==> src/rtl/core/dtpc_pkg.sv <==
`timescale 1ns / 1ps

package dtpc_pkg;

    // Fixed field widths of the transaction payload
    localparam int NODE_INDEX_W = 4;
    localparam int BAND_SEL_W   = 2;
    localparam int THRESH_W     = 16;
    localparam int FIELD_BANDS  = 4;
    localparam int CODE_W       = 5;

    // Action codes
    localparam logic ACT_CLASSIFY = 1'b0;
    localparam logic ACT_WRITE    = 1'b1;

    // Class code reported when a band on the path has no data or does not exist
    localparam logic signed [CODE_W-1:0] NO_CLASS = '1;

    // One decision node as held in the tree table
    typedef struct packed {
        logic                       high_inner;
        logic                       low_inner;
        logic signed [THRESH_W-1:0] threshold;
        logic [BAND_SEL_W-1:0]      band;
    } node_t;

endpackage

==> src/rtl/core/decision_tree_pixel_classifier.sv <==
`timescale 1ns / 1ps
// Items enter stage register 0 and move down the stage registers to the output register.
// Throughput: one transaction per cycle while no result is held; one tree level is resolved per stage,
// and each level below NUM_BANKS keeps its own node bank, so stage k reads only level k of the tree.
// Node writes travel the pipeline and update their level's bank in order; they give no result.
// Reset (rst_n low, asynchronous) empties the pipeline and clears every node to band 0,
// threshold 0, both children leaves.
module decision_tree_pixel_classifier
    import dtpc_pkg::*;
#(
    parameter int MAX_DEPTH    = 4,
    parameter int BANDS        = 4,
    parameter int SAMPLE_WIDTH = 16
) (
    input  logic                           clk,
    input  logic                           rst_n,
    input  logic                           in_valid,
    output logic                           in_ready,
    input  logic                           action,
    input  logic [NODE_INDEX_W-1:0]        node_index,
    input  logic [BAND_SEL_W-1:0]          node_band,
    input  logic signed [THRESH_W-1:0]     node_threshold,
    input  logic                           node_low_inner,
    input  logic                           node_high_inner,
    input  logic signed [SAMPLE_WIDTH-1:0] band_zero,
    input  logic signed [SAMPLE_WIDTH-1:0] band_one,
    input  logic signed [SAMPLE_WIDTH-1:0] band_two,
    input  logic signed [SAMPLE_WIDTH-1:0] band_three,
    input  logic [FIELD_BANDS-1:0]         nodata_mask,
    output logic                           out_valid,
    input  logic                           out_ready,
    output logic signed [CODE_W-1:0]       class_code
);

    // Levels that a node write can reach (heap index fits NODE_INDEX_W bits)
    localparam int NUM_BANKS = (MAX_DEPTH < NODE_INDEX_W) ? MAX_DEPTH : NODE_INDEX_W;
    localparam int CMP_W     = (SAMPLE_WIDTH > THRESH_W) ? SAMPLE_WIDTH : THRESH_W;
    localparam int BCMP_W    = 5;

    typedef struct packed {
        logic                                     wr;
        logic [NODE_INDEX_W-1:0]                  widx;
        node_t                                    wnode;
        logic [FIELD_BANDS-1:0][SAMPLE_WIDTH-1:0] bands;
        logic [FIELD_BANDS-1:0]                   mask;
        logic [MAX_DEPTH-1:0]                     code;
        logic                                     done;
        logic                                     nodata;
    } stage_t;

    logic   [MAX_DEPTH:0] valid_reg;
    stage_t               stage_reg  [MAX_DEPTH+1];
    stage_t               stage_next [MAX_DEPTH+1];
    logic                 adv;

    // Advance the whole pipeline unless a finished result is held
    assign out_valid = valid_reg[MAX_DEPTH] && (stage_reg[MAX_DEPTH].wr != ACT_WRITE);
    assign adv       = !out_valid || out_ready;
    assign in_ready  = adv;

    // Build the entry stage from the input transaction
    always_comb
    begin
        stage_next[0].wr                   = (action == ACT_WRITE);
        stage_next[0].widx                 = node_index;
        stage_next[0].wnode.band           = node_band;
        stage_next[0].wnode.threshold      = node_threshold;
        stage_next[0].wnode.low_inner      = node_low_inner;
        stage_next[0].wnode.high_inner     = node_high_inner;
        stage_next[0].bands                = {band_three, band_two, band_one, band_zero};
        stage_next[0].mask                 = nodata_mask;
        stage_next[0].code                 = '0;
        stage_next[0].done                 = 1'b0;
        stage_next[0].nodata               = 1'b0;
    end

    // Valid bits travel with the data
    always_ff @(posedge clk or negedge rst_n)
    begin
        if (!rst_n)
        begin
            valid_reg <= '0;
        end
        else if (adv)
        begin
            valid_reg <= {valid_reg[MAX_DEPTH-1:0], in_valid};
        end
    end

    // Payload registers, no reset
    always_ff @(posedge clk)
    begin
        if (adv)
        begin
            for (int s = 0; s <= MAX_DEPTH; s++)
            begin
                stage_reg[s] <= stage_next[s];
            end
        end
    end

    genvar k, j;
    generate
        for (k = 0; k < MAX_DEPTH; k++)
        begin : g_lvl
            localparam logic LAST = (k + 1 >= MAX_DEPTH);

            node_t                         node_rd;
            logic                          wr_hit;
            logic                          band_bad;
            logic signed [SAMPLE_WIDTH-1:0] sample;
            logic signed [CMP_W-1:0]       sample_ext;
            logic signed [CMP_W-1:0]       thr_ext;
            logic                          go_high;
            logic                          inner;

            // Write this level's bank when a node write reaches this stage
            assign wr_hit = adv && valid_reg[k] && stage_reg[k].wr
                         && ((stage_reg[k].widx >> k) == NODE_INDEX_W'(1));

            if (k < NUM_BANKS)
            begin : g_bank
                if (k == 0)
                begin : g_root
                    node_t root_reg;

                    always_ff @(posedge clk or negedge rst_n)
                    begin
                        if (!rst_n)
                        begin
                            root_reg <= '0;
                        end
                        else if (wr_hit)
                        begin
                            root_reg <= stage_reg[k].wnode;
                        end
                    end

                    assign node_rd = root_reg;
                end
                else
                begin : g_mem
                    node_t        mem_reg [2**k];
                    logic [k-1:0] rd_addr;
                    logic [k-1:0] wr_addr;

                    // Path so far, root decision in the top address bit
                    for (j = 0; j < k; j++)
                    begin : g_addr
                        assign rd_addr[k-1-j] = stage_reg[k].code[j];
                    end
                    assign wr_addr = stage_reg[k].widx[k-1:0];

                    always_ff @(posedge clk or negedge rst_n)
                    begin
                        if (!rst_n)
                        begin
                            for (int e = 0; e < 2**k; e++)
                            begin
                                mem_reg[e] <= '0;
                            end
                        end
                        else if (wr_hit)
                        begin
                            mem_reg[wr_addr] <= stage_reg[k].wnode;
                        end
                    end

                    assign node_rd = mem_reg[rd_addr];
                end
            end
            else
            begin : g_none
                // Levels beyond the writable index range hold reset nodes
                assign node_rd = '0;
            end

            // Compare the selected band against this level's threshold
            assign band_bad   = ({{(BCMP_W-BAND_SEL_W){1'b0}}, node_rd.band} >= BCMP_W'(BANDS))
                             || stage_reg[k].mask[node_rd.band];
            assign sample     = stage_reg[k].bands[node_rd.band];
            assign sample_ext = CMP_W'(sample);
            assign thr_ext    = CMP_W'(node_rd.threshold);
            assign go_high    = (sample_ext >= thr_ext);
            assign inner      = go_high ? node_rd.high_inner : node_rd.low_inner;

            // Resolve one decision, or pass a node write or an item whose walk has ended on unchanged
            always_comb
            begin
                stage_next[k+1] = stage_reg[k];
                if (!stage_reg[k].wr && !stage_reg[k].done)
                begin
                    if (band_bad)
                    begin
                        stage_next[k+1].done   = 1'b1;
                        stage_next[k+1].nodata = 1'b1;
                    end
                    else
                    begin
                        stage_next[k+1].code[k] = go_high;
                        if (!inner || LAST)
                        begin
                            stage_next[k+1].done = 1'b1;
                        end
                    end
                end
            end
        end
    endgenerate

    // Drive the result from the output register
    assign class_code = stage_reg[MAX_DEPTH].nodata ? NO_CLASS
                                                    : CODE_W'(stage_reg[MAX_DEPTH].code);

endmodule
==> config.mk <==
export PLATFORM = sky130hd
export DESIGN_NAME = decision_tree_pixel_classifier
export DESIGN_NICKNAME = d
export VERILOG_FILES = /design/src/rtl/core/dtpc_pkg.sv /design/src/rtl/core/decision_tree_pixel_classifier.sv
export SDC_FILE = /design/constraint.sdc
export NUM_CORES = 1
export LEC_CHECK = 0
export BUFFER_PORTS_ARGS = -buffer_cell sky130_fd_sc_hd__buf_2
export CORE_ASPECT_RATIO = 0.8
export CORE_MARGIN = 5
export CORE_UTILIZATION = 53
export DETAILED_ROUTE_END_ITERATION = 8
export PLACE_DENSITY = 0.7
export SKIP_LAST_GASP = 1
export SLEW_MARGIN = 20
export SYNTH_ARGS = -nofsm -noshare
export SYNTH_HDL_FRONTEND = slang
export SYNTH_SLANG_ARGS = --single-unit
==> constraint.sdc <==
create_clock -name clk -period 13.78 [get_ports clk]
set_input_delay 2.756 -clock clk [delete_from_list [all_inputs] [get_ports clk]]
set_output_delay 2.756 -clock clk [all_outputs]
set_load 0.005 [all_outputs]
==> out/qor.txt <==
vias per std cell -> 5.69
Leak -> 12.7 nW
starting density of the core -> 53.3%
critical path class -> in -> out
area of the multi-input gates -> 8470 sq um
final antenna-violating net count -> 0
syn nets -> 1,663
Worst Setup Start Kind -> primary input
Cells after Synth -> 1,502
# rows -> 75
Required @ worst endpoint -> 11.02 ns
top cells by count, synth -> 388 x edfxtp_1, 289 x dfrtp_1, 276 x mux2_2
asr flop ratio synth -> 42.7%
die area -> 57,200 sq um
pre-CTS setup slack -> 7.38 ns
max reg flops -> 388
ys flop type -> edfxtp_1
Max-Cap Viols -> 0
port bufs -> 103
#FFs+latches synth -> 677
VDD IR-drop max -> 0.000155 V
CP endpoint kind -> primary output
Hold Path Depth -> 0
# diodes -> 0
Clock Skew -> 0.0207 ns
EDFF count, synth -> 388
min-delay src -> stage_reg[0][37]$_DFFE_PN_
CTS tree -> built
vias in the first global route -> 14,500
Final Hold Fails -> 0
initial DRC count -> 890
post-route setup slack -> 7.36 ns
largest net degree at the start of global routing -> 202
detailed placer's ending HPWL -> 35.0 mm
I/O Pins -> 104
routed len/inst -> 22.2 microns
most common cell in the netlist -> edfxtp_1
layout net count -> 1,796
initial antenna violation count -> 0
core area -> 52,200 sq um
CTS Sinks -> 677
crit-path max FO -> 57
Fillers -> 3,826
Worst-path clk slew -> 0.06 ns
vias post-DR -> 13,500
worst r2r dst -> stage_reg[0][401]$_DFFE_PN_
largest cells by area after synthesis -> edfxtp_1 42%, dfrtp_1 26%, mux2_2 11%
First-pass DRT Iterations -> 5
Netlist cell types -> 59
Die Span Y -> 215 microns
Finished Core Util -> 59.8%
CTS Root Buffer Type -> clkbuf_16
Hold/Removal Path Class -> reg -> reg
RePlAce Congestion -> 0.786
sequential fraction of the synthesis area -> 67.9%
Reg-to-Reg Start -> stage_reg[0][301]$_DFFE_PN_
outcome -> completed
Post-Synthesis Cell Area -> 27,800 sq um
Sequential Area -> 18,900 sq um
first-pass GRT wire length -> 84.3 mm
Post-Syn Area per Cell -> 18.5 sq um
WHS Endpoint -> stage_reg[0][136]$_DFFE_PN_
final wirelength -> 52.8 mm
CP Data Arrival Time -> 3.66 ns
Tightest Pin Transition -> 1.26 ns
CTS Hold Bufs -> 0
total clock buffers created by CTS -> 66
setup TNS -> 0 ns
Power Density -> 252 nW/um^2
Area Growth Syn to Fin -> 12.2%
final setup violation count -> 0
Worst-Skew Late Latency -> 0.60 ns
post-CTS resize count -> 0
RSZ-0062 raised after global routing -> false
gr usage total -> 18.9%
relative slew slack -> 15.8%
Synth area leader -> edfxtp_1
share of the synthesized area in the top cell type -> 41.9%
max-slew violation count -> 0
fin crit share -> 46.6%
Ys Warns -> 0
CTS Buffer Depth -> 3
share of cells above drive strength 1 -> 38.0%
gr ovfl total -> 0
reg2reg path depth -> 13
max frequency -> 156 MHz
Worst R2R Setup Slack -> 9.12 ns
postcts setup bufs -> 0
DRC Markers -> 0
min cycle time layout -> 6.42 ns
H-tree depth -> 3
Die Span X -> 266 microns
==> cell usage in the layout, fill, tap and decap left out, types with 4 or more instances in the layout <==
cell,count
nand2_1,14
clkbuf_16,70
mux2_2,276
clkinv_2,12
mux2i_1,51
a21o_1,12
ha_1,64
a211oi_1,17
or2_2,7
nor3_1,6
nor2b_1,19
o21ai_0,12
buf_4,21
clkbuf_1,23
nand4_1,17
edfxtp_1,388
mux2_1,5
mux2_4,10
buf_2,102
clkbuf_8,4
inv_1,37
nor2_1,14
dfrtp_1,289
mux4_2,107
a21oi_1,37
==> layout make-up <==
cell class / instances / area share (%)
Inverter: 38 / 0.481
Multi-Input combinational cell: 724 / 27.1
Clock inverter: 24 / 0.689
Tap cell: 693 / 2.78
Timing Repair Buffer: 128 / 2.39
Clock buffer: 97 / 6.06
Sequential cell: 677 / 60.5
==> report_power, final <==
part           leakage [nW]  internal, mW  switching [mW]  total [mW]
registers              7.77          3.11           0.497        3.60
logic                  3.91          1.24            1.27        2.52
clock network          1.03          1.00           0.739        1.74
==> worst max-delay path, stage by stage <==
cell and delay [ns]:
buf_2 0.11, nor2b_4 0.29, inv_8 0.22, buf_2 0.21
==> routing by layer <==
metal  wire length, microns  vias to the layer above  global-route usage (%)  part of all wire [%]
met5                      0                        -                       0                     0
met4                   1040                        0                    4.31                   2.0
met3                   2180                       71                    3.97                   4.1
met2                  24200                      272                    28.5                    46
met1                  25400                     7054                    28.8                    48
li1                       -                     6139                       -                     -
==> how the worst max path moves through the flow <==
stage,startpoint,to,cells after the start
global placement,out_ready,in_ready,4
finish,out_ready,in_ready,4
CTS,out_ready,in_ready,4
global route,out_ready,in_ready,4
detailed placement,out_ready,in_ready,4
floorplan,out_ready,stage_reg[0][100]$_SDFFCE_PP0N_,3
==> kinds of logic after synthesis <==
kind of cell,Yosys count,synth area share [%]
AOI/OAI and AO/OA,95,2.19
adders and majority gates,64,2.88
buffers and inverters,101,1.81
DFF,677,67.9
muxes,453,22.7
and+or+nand+nor,112,2.58
==> through the flow <==
stage,area [sq um],total power [mW],hold slack (ns),instances
after global placement,29100,6.04,0.426,2258
after CTS,31200,7.95,0.445,2381
after detailed placement,29100,6.18,0.431,2260
final,31200,7.86,0.441,2381
after floorplan,27800,5.44,0.417,1502
after global routing,31200,8.36,0.456,2381
Power figures use the tool's default switching activity.
